[src/hdl/mrfr_pkg.sv]
// Shared codes, the fixed frame minimum and the CRC-16 byte update for the
// Modbus RTU receive framer. No dependencies.
package mrfr_pkg;

    // Item kinds on the input channel
    localparam logic [1:0] KIND_BYTE   = 2'd0;
    localparam logic [1:0] KIND_EXPIRE = 2'd1;
    localparam logic [1:0] KIND_READ   = 2'd2;

    // Frame status codes
    localparam logic [1:0] STATUS_OK    = 2'd0;
    localparam logic [1:0] STATUS_SHORT = 2'd1;
    localparam logic [1:0] STATUS_CRC   = 2'd2;

    // A frame needs more than this many bytes to be complete
    localparam int FRAME_MIN = 4;

    localparam logic [15:0] CRC_INIT = 16'hFFFF;
    localparam logic [15:0] CRC_POLY = 16'hA001;

    // Modbus CRC-16, reflected, one byte per call
    function automatic logic [15:0] crc16_byte(input logic [15:0] crc_in,
                                               input logic [7:0]  data);
        logic [15:0] c;
        c = crc_in ^ {8'h00, data};
        for (int i = 0; i < 8; i++) begin
            if (c[0])
                c = (c >> 1) ^ CRC_POLY;
            else
                c = c >> 1;
        end
        return c;
    endfunction

endpackage

[src/hdl/mrfr_store.sv]
// Frame byte store: one write port, one read port with registered data.
// No package dependencies.
module mrfr_store #(
    parameter int DEPTH = 256
) (
    input  logic                     clk,
    input  logic                     wr_en,
    input  logic [$clog2(DEPTH)-1:0] wr_addr,
    input  logic [7:0]               wr_data,
    input  logic                     rd_en,
    input  logic [$clog2(DEPTH)-1:0] rd_addr,
    output logic [7:0]               rd_data
);

    logic [7:0] mem [DEPTH];
    logic [7:0] rd_data_reg;

    // Write on request; register read data, hold it between reads
    always_ff @(posedge clk)
    begin
        if (wr_en)
        begin
            mem[wr_addr] <= wr_data;
        end
        if (rd_en)
        begin
            rd_data_reg <= mem[rd_addr];
        end
    end

    assign rd_data = rd_data_reg;

endmodule

[src/hdl/modbus_rtu_frame_receiver.sv]
// Modbus RTU receive framer: frame capture, CRC-16 check, stored data reads.
// Depends on mrfr_pkg and mrfr_store.
// A result is registered in stage 1 (store read) and then in the output register.
// Throughput: one item per cycle while the output is not stalled; the store has one write and one read port.
// Reset (rst_n, async, active low) clears control state; store contents stay
// undefined until written, and no clearing pass is needed.
module modbus_rtu_frame_receiver #(
    parameter int FRAME_MAX = 256
) (
    input  logic       clk,
    input  logic       rst_n,
    input  logic       in_valid,
    output logic       in_ready,
    input  logic [1:0] kind,
    input  logic [7:0] rx_byte,
    input  logic       awaiting_response,
    input  logic [7:0] data_index,
    output logic       out_valid,
    input  logic       out_ready,
    output logic       frame_ended,
    output logic       notify_response,
    output logic [1:0] frame_status,
    output logic [7:0] slave_id,
    output logic [7:0] function_code,
    output logic [7:0] data_length,
    output logic [7:0] read_data
);

    localparam int AW = $clog2(FRAME_MAX);
    localparam int CW = $clog2(FRAME_MAX + 1);

    // Frame control state
    logic          receiving_reg, receiving_next;
    logic [CW-1:0] count_reg, count_next;
    logic [15:0]   crc_reg, crc_next;
    logic [7:0]    slave_reg;
    logic [7:0]    func_reg;

    // Stage 1: store read in flight plus decoded result
    logic          s1_valid_reg;
    logic          s1_ended_reg;
    logic          s1_notify_reg;
    logic [1:0]    s1_status_reg;
    logic [7:0]    s1_slave_reg;
    logic [7:0]    s1_func_reg;
    logic [7:0]    s1_len_reg;
    logic          s1_hit_reg;

    // Stage 2: output register
    logic          out_valid_reg;
    logic          ended_reg;
    logic          notify_reg;
    logic [1:0]    status_reg;
    logic [7:0]    slave_out_reg;
    logic [7:0]    func_out_reg;
    logic [7:0]    len_reg;
    logic [7:0]    read_data_reg;

    logic          in_fire;
    logic          advance;
    logic          store_en;
    logic [CW-1:0] base_count;
    logic [15:0]   base_crc;
    logic [AW-1:0] wr_addr;
    logic          end_hit;
    logic [1:0]    end_status;
    logic [8:0]    count9;
    logic [7:0]    end_len;
    logic          rd_hit;
    logic          rd_en;
    logic [AW-1:0] rd_addr;
    logic [7:0]    rd_data;

    // Handshake: stage 1 frees when it moves on to the output register
    assign advance  = s1_valid_reg && (!out_valid_reg || out_ready);
    assign in_ready = !s1_valid_reg || advance;
    assign in_fire  = in_valid && in_ready;

    // Byte append: restart on the first byte, drop once the store is full
    assign base_count = receiving_reg ? count_reg : '0;
    assign base_crc   = receiving_reg ? crc_reg : mrfr_pkg::CRC_INIT;
    assign store_en   = in_fire && (kind == mrfr_pkg::KIND_BYTE)
                        && (!receiving_reg || (count_reg < CW'(FRAME_MAX)));
    assign wr_addr    = base_count[AW-1:0];

    always_comb
    begin
        receiving_next = receiving_reg;
        count_next     = count_reg;
        crc_next       = crc_reg;
        if (in_fire && (kind == mrfr_pkg::KIND_BYTE))
        begin
            receiving_next = 1'b1;
        end
        if (in_fire && (kind == mrfr_pkg::KIND_EXPIRE))
        begin
            receiving_next = 1'b0;
        end
        if (store_en)
        begin
            count_next = base_count + CW'(1);
            crc_next   = mrfr_pkg::crc16_byte(base_crc, rx_byte);
        end
    end

    // Frame close decode
    assign count9   = 9'(count_reg);
    assign end_hit  = (kind == mrfr_pkg::KIND_EXPIRE) && receiving_reg;
    assign end_len  = 8'(count9 - 9'd4);

    always_comb
    begin
        if (count9 < 9'(mrfr_pkg::FRAME_MIN + 1))
            end_status = mrfr_pkg::STATUS_SHORT;
        else if (crc_reg != 16'h0000)
            end_status = mrfr_pkg::STATUS_CRC;
        else
            end_status = mrfr_pkg::STATUS_OK;
    end

    // Data read: index must fall below byte count minus four
    assign rd_hit  = (kind == mrfr_pkg::KIND_READ)
                     && ((10'(data_index) + 10'd4) < 10'(count_reg));
    assign rd_en   = in_fire && rd_hit;
    assign rd_addr = AW'(9'(data_index) + 9'd2);

    mrfr_store #(
        .DEPTH (FRAME_MAX)
    ) u_store (
        .clk     (clk),
        .wr_en   (store_en),
        .wr_addr (wr_addr),
        .wr_data (rx_byte),
        .rd_en   (rd_en),
        .rd_addr (rd_addr),
        .rd_data (rd_data)
    );

    // Control registers
    always_ff @(posedge clk or negedge rst_n)
    begin
        if (!rst_n)
        begin
            receiving_reg <= 1'b0;
            count_reg     <= '0;
            crc_reg       <= mrfr_pkg::CRC_INIT;
            s1_valid_reg  <= 1'b0;
            out_valid_reg <= 1'b0;
        end
        else
        begin
            receiving_reg <= receiving_next;
            count_reg     <= count_next;
            crc_reg       <= crc_next;
            if (in_fire)
                s1_valid_reg <= 1'b1;
            else if (advance)
                s1_valid_reg <= 1'b0;
            if (advance)
                out_valid_reg <= 1'b1;
            else if (out_ready)
                out_valid_reg <= 1'b0;
        end
    end

    // Payload registers
    always_ff @(posedge clk)
    begin
        // Keep the address and function bytes of the current frame
        if (store_en && (base_count == CW'(0)))
            slave_reg <= rx_byte;
        if (store_en && (base_count == CW'(1)))
            func_reg <= rx_byte;

        // Load stage 1 on transfer
        if (in_fire)
        begin
            s1_ended_reg  <= end_hit;
            s1_notify_reg <= end_hit && awaiting_response;
            s1_status_reg <= end_hit ? end_status : mrfr_pkg::STATUS_OK;
            s1_hit_reg    <= rd_hit;
            if (end_hit && (end_status == mrfr_pkg::STATUS_OK))
            begin
                s1_slave_reg <= slave_reg;
                s1_func_reg  <= func_reg;
                s1_len_reg   <= end_len;
            end
            else
            begin
                s1_slave_reg <= 8'h00;
                s1_func_reg  <= 8'h00;
                s1_len_reg   <= 8'h00;
            end
        end

        // Advance into the output register
        if (advance)
        begin
            ended_reg     <= s1_ended_reg;
            notify_reg    <= s1_notify_reg;
            status_reg    <= s1_status_reg;
            slave_out_reg <= s1_slave_reg;
            func_out_reg  <= s1_func_reg;
            len_reg       <= s1_len_reg;
            read_data_reg <= s1_hit_reg ? rd_data : 8'h00;
        end
    end

    assign out_valid       = out_valid_reg;
    assign frame_ended     = ended_reg;
    assign notify_response = notify_reg;
    assign frame_status    = status_reg;
    assign slave_id        = slave_out_reg;
    assign function_code   = func_out_reg;
    assign data_length     = len_reg;
    assign read_data       = read_data_reg;

endmodule

[config.mk]
export PLATFORM = sky130hd
export DESIGN_NAME = modbus_rtu_frame_receiver
export DESIGN_NICKNAME = d
export VERILOG_FILES = /design/src/hdl/mrfr_pkg.sv /design/src/hdl/mrfr_store.sv /design/src/hdl/modbus_rtu_frame_receiver.sv
export SDC_FILE = /design/constraint.sdc
export NUM_CORES = 2
export LEC_CHECK = 0
export ABC_CLOCK_PERIOD_IN_PS = 4000
export BUFFER_PORTS_ARGS = -buffer_cell sky130_fd_sc_hd__buf_2
export CAP_MARGIN = 0
export CORE_UTILIZATION = 45
export CTS_CLUSTER_DIAMETER = 40
export DETAILED_ROUTE_END_ITERATION = 10
export PLACE_DENSITY = 0.6
export SYNTH_ARGS = -nofsm -noshare
export SYNTH_HDL_FRONTEND = slang
export SYNTH_SLANG_ARGS = --single-unit
[constraint.sdc]
create_clock -name clk -period 4 [get_ports clk]
set_input_delay 0 -clock clk [delete_from_list [all_inputs] [get_ports clk]]
set_output_delay 0 -clock clk [all_outputs]
set_load 0.02 [all_outputs]
-- Word level (Yosys, flattened, before mapping)
Memory sizes are Yosys's and may differ from the RTL's. A register that Yosys moved wholly into a read port is not among the register bits.
Index checks and enable logic that the tools add are counted.
- register bits: 109
- bits in latches: 0
- RAM bits: 2048
- bits in read-only memories: 0
- input bits: 23
- output and inout bits: 38
- word-level logic and storage cells: 93
- memories kept: 1
- memory list (name ; depth ; width ; rd ports ; clocked after memory_dff ; write ports ; line ; source):
    u_store.mem ; 256 ; 8 ; 1 ; 1 ; 1 ; mrfr_store.sv:15 ; logic [7:0] mem [DEPTH];
- add/sub/neg operators: 4
- multiply operators: 0
- div/mod/pow operators: 0
- order comparisons: 3
- equal/unequal tests: 3
- shift-type cells: 0
- mux-type cells: 27
- bitwise gates (word level): 9
- reduce and logical (&&, ||, !) cells: 25
- operators with widths (kind ; number):
    $mux 16 ; 16
    $not 2->3 ; 8
    $reduce_bool 16->1 ; 1
    $xor 16x8->16 ; 1
    $logic_and 1x1->1 ; 12
    $add 8x3->9 const B ; 1
    $add 9x1->9 const B ; 1
    $eq 9x1->1 const B ; 1
    $logic_not 9->1 ; 1
    $lt 9x3->1 const B ; 1
    $lt 9x9->1 ; 1
    $lt 9x9->1 const B ; 1
    $mux 9 ; 1
    $add 8x2->8 const B ; 1
    $mux 1 ; 8
    $sub 8x3->8 const B ; 1
    $reduce_bool 2->1 ; 3
    $logic_not 2->1 ; 2
    $mux 2 ; 2
    $logic_not 1->1 ; 3
    $logic_or 1x1->1 ; 3
    $eq 2x1->1 const B ; 1
    $eq 2x2->1 const B ; 1

-- Logic depth before layout (Yosys ltp)
- depth after elaboration: 28
- mapped depth: 12
- gate-level depth less buffers: 9

-- Hierarchy
A second synthesis with hierarchy kept.
- cells, all modules: 4106
- area, all modules: 84458.5 um^2
- by module, submodules not included (module ; instances ; cells each ; area an instance (um^2)):
    mrfr_store ; 1 ; 3733 ; 79636.4
    modbus_rtu_frame_receiver ; 1 ; 373 ; 4822.1

-- Least setup slack after synthesis
No wires, ideal clock.
- kind: reg2reg
- from: reg receiving_reg
- to: mem u_store.mem[223][0] (enable)
- setup time: 370 ps
- arrival: 2554 ps
- required time: 3630 ps
- path slack: 1075 ps
- cell stages (with the launch flop): 11
- buffers on the path: 5
- clock period less this slack: 2925 ps
- path through: dfrtp_1 clkbuf_1 clkbuf_1 clkbuf_1 nand2_1 inv_1 ha_1 nand3_1 clkbuf_1 clkbuf_1 nor2_1
- longest elaborated chain between the ends: 5
- elaborated cells on any way between the ends: 6
- those cells by class: mux (3); reduce/logical (3)
- ends and longest elaborated chain (what ; line ; source):
    start: declaration ; modbus_rtu_frame_receiver.sv:33 ; logic receiving_reg, receiving_next;
    start signal: assignment ; modbus_rtu_frame_receiver.sv:152 ; receiving_reg <= receiving_next;
    $logic_not 1->1 ; modbus_rtu_frame_receiver.sv:83 ; && (!receiving_reg || (count_reg < CW'(FRAME_MAX)));
    $logic_or 1x1->1 ; modbus_rtu_frame_receiver.sv:83 ;
    $logic_and 1x1->1 ; modbus_rtu_frame_receiver.sv:83 ;
    $mux 1 ; mrfr_store.sv:21 ; if (wr_en)
    $mux 1 (not written as such) ; mrfr_store.sv:23 ; mem[wr_addr] <= wr_data;
    end: declaration ; mrfr_store.sv:15 ;
Several ways; a longest one is shown, not always the timed one.

-- Final worst setup path
- from: reg receiving_reg
- to: mem u_store.mem[147][5] (enable)
Same word-level chain as after synthesis.

==> flow_summary_export.csv <==
group,metric,value,unit
run_status,status,"completed",
synth,yosys.area.top_type,"edfxtp_1",
placed_design,port_buffers,60,
global_route,grt_max_degree,180,
placed_design,dpl_cell_area,89650,sq um
die,die_x,435.2,um
synth,syn_area_per_cell,21.39,sq um
clock_network,tritoncts,"yes",
power_and_ir_drop,ir_worst_vdd,0.0005441,V
routing,ant_nets,0,
sta,maxSlewHeadroom,0.2301,
critical_path,crit_chain,"clkinv_1 -> nor3_1 -> nand2_1 -> nor2_1",
synth,synth_simple_gate_area_frac,0.03426,
sta,fmax,299.8,MHz
synth,ys_top_cells_by_area,"edfxtp_1, mux4_2, nor2_1",
synth,synth_compound_area_frac,0.01723,
clock_network,clock_path_buffers,4,
die,boundaryPins,61,
layout,synthToLayoutAreaGrowth,17.44,%
critical_path,cp_max_fo,16,
routing,dr.pass1.iters,5,
routing,drt_wl_total,216200,um
sta,hold_viol_final,0,
layout,layout_commonest_cell,"edfxtp_1",
die,rows,158,
synth,yosysUniqueCellTypes,64,
synth,ys_ff_latch,2165,
power_and_ir_drop,power_density,537.3,nW/um^2
routing,drcViolationCount,0,
clock_network,htreeDepth,5,
power_and_ir_drop,p_total,53.28,mW
layout,finalInstanceArea,99160,sq um
routing,drt_iter0_drc,5085,
clock_network,clk_latency,0.93,ns
sta,drv_slew,0,
sta,period_minus_slack,3.336,ns
power_and_ir_drop,p_leak,31.80,nW
clock_network,clock_sinks,2165,
synth,yosys_warnings,0,
global_route,grt_use_total,0.2293,
layout,num-fill-cells,14210,
routing,via_per_inst,5.920,
clock_network,postCtsSetupBuffers,0,
clock_network,numCtsBuffers,287,
synth,synth_seq_area_share,0.7686,
critical_path,slowest_delay,0.84,ns
layout,fin_nets,4481,
sta,finalSetupTns,0,ns
synth,synthCells,3948,
sta,setup-violations-final,0,
die,die_h,435.2,um
clock_network,cts_root_buf,"clkbuf_16",
layout,drive_gt1_frac,0.3111,
placed_design,gp_congestion,0.9105,
flow_run,maxCapViolCount,0,
synth,async_reset_ff_frac,0.01293,
routing,vias,42160,
placed_design,place_hpwl,132500,um
worst_hold_path,holdCritPathClass,"input pin to register",
synth,synth_flop_cell,"edfxtp_1",
layout,multi_input_area,18300,sq um
critical_path,worstPathRequired,4.53,ns
layout,fin_cells,7122,
sta,fin_crit_sh,0.8340,
sta,worstMarginPinSlew,1.155,ns
synth,synth_xor_area_frac,0.004579,
layout,layout_common_cells,"edfxtp_1, mux4_2, nor2_1",
synth,synth_fa_ha_area_frac,0.002223,
critical_path,start_kind,"register",
sta,finClkSkew,0.04563,ns
layout,seqCellArea,64890,sq um
layout,largest_register_ff_count,2048,
global_route,grt_pass1_vias,42760,
die,initial_core_util,0.4544,
clock_network,clk_pin_slew,0.06,ns
global_route,grt_pass1_wl,311900,um
synth,syn_nets,3986,
sta,grt_setup_unrepaired,"no",
die,dieArea,189400,sq um
synth,syn_area,84430,sq um
synth,synth_edf_count,2137,
critical_path,crit_type,"register to register",
placed_design,placed_cells,6606,
critical_path,arrival,3.87,ns
critical_path,crit_path_end_kind,"register",
global_route,antenna_found_initial,18,
global_route,gr-total-overflow,0,
routing,post_drt_wl_per_cell,30.35,um
synth,yosysTopAreaCellShare,0.7600,
synth,synth_top_family_by_area,"multiplexers",
synth,synth_mux_area_frac,0.1560,
die,core,185800,sq um
critical_path,cp_slowest_cell,"nor2_1",
## routing by layer
metal  vias up  track usage  wire length, um
li1      17410            -                -
met1     22490       0.3317            90580
met2      1875       0.3523           101700
met3       383      0.04445            17340
met4         4      0.07468             6571
met5         -            0               32
## cells in the mapped netlist (16+ instances only)
cell,n
o22ai_1,17
a22oi_1,23
nor3_1,29
a31oi_1,17
nand2_1,179
buf_4,33
mux2i_1,38
nand3_1,47
clkbuf_1,70
buf_6,44
nand4_1,16
dfstp_2,16
inv_1,19
a21oi_1,21
xnor2_1,24
and2_1,28
buf_2,66
o21ai_0,29
mux4_2,565
edfxtp_1,2137
nor2_1,316
## what timing repair did
| item | 4_1_cts | 5_1_grt |
|---|---|---|
| hold buffers | 28 | 0 |
| gates resized for setup | 0 | 0 |
| endpoints found under the hold margin | 1076 | 0 |
## per-stage QoR
| stage | setup WS, ns | util | hold slack [ns] |
|---|---|---|---|
| 3_5_place_dp | 0.07643 | 0.4825 | 0.09274 |
| 5_1_grt | 0.3054 | 0.5336 | 0.05298 |
| 3_3_place_gp | 0.03286 | 0.4825 | 0.08269 |
| 2_1_floorplan | 1.075 | - | -0.2956 |
| 6_report | 0.6640 | 0.5336 | 0.07228 |
| 4_1_cts | 0.6659 | 0.5336 | 0.03603 |
## final timing paths
| check | from | end | slack, ns | depth (start not counted) |
|---|---|---|---|---|
| min in group asynchronous | rst_n | crc_reg[5] | 0.40 | 3 |
| min reg2reg | s1_len_reg[1] | data_length[1] | 0.40 | 0 |
| max reg2reg | receiving_reg | u_store.mem[147][5] | 0.66 | 4 |
| min | rx_byte[1] | u_store.mem[119][1] | 0.07 | 2 |
| max in group asynchronous | rst_n | count9[7] | 2.42 | 4 |
| max | receiving_reg | u_store.mem[147][5] | 0.66 | 4 |
## cell type report
cell class	instances	area share
clock inverters	168	0.01846
clock buffers	319	0.07450
diodes	1	0.00002524
well taps	2480	0.03129
flip-flops and latches	2165	0.6545
multi-input cells	1543	0.1846
inverters	21	0.0007950
repair buffers	425	0.03590
## worst max-delay path: cells and delay by family (launching register included)
| kind | cells | cell delay [ns] |
|---|---|---|
| buf+inv | 1 | 0.31 |
| flops | 1 | 0.66 |
| simple gates | 3 | 1.96 |
## cells by family (layout without fill, tap and decap cells)
logic type / after synthesis / in the layout
DFF: 2165 / 2165
and+or+nand+nor: 672 / 672
muxes: 609 / 609
buffers and inverters: 240 / 933
AOI/OAI and AO/OA: 206 / 206
xor gates and xnor gates: 41 / 41
adders and majority gates: 15 / 15
other: 0 / 1
## where the power goes
group | total (mW) | switching [mW] | internal, mW
registers | 25.3 | 0.129 | 25.1
logic | 3.16 | 2.02 | 1.14
clock network | 24.9 | 9.56 | 15.3
total | 53.3 | 11.7 | 41.6
(Power assumes the default switching activity.)
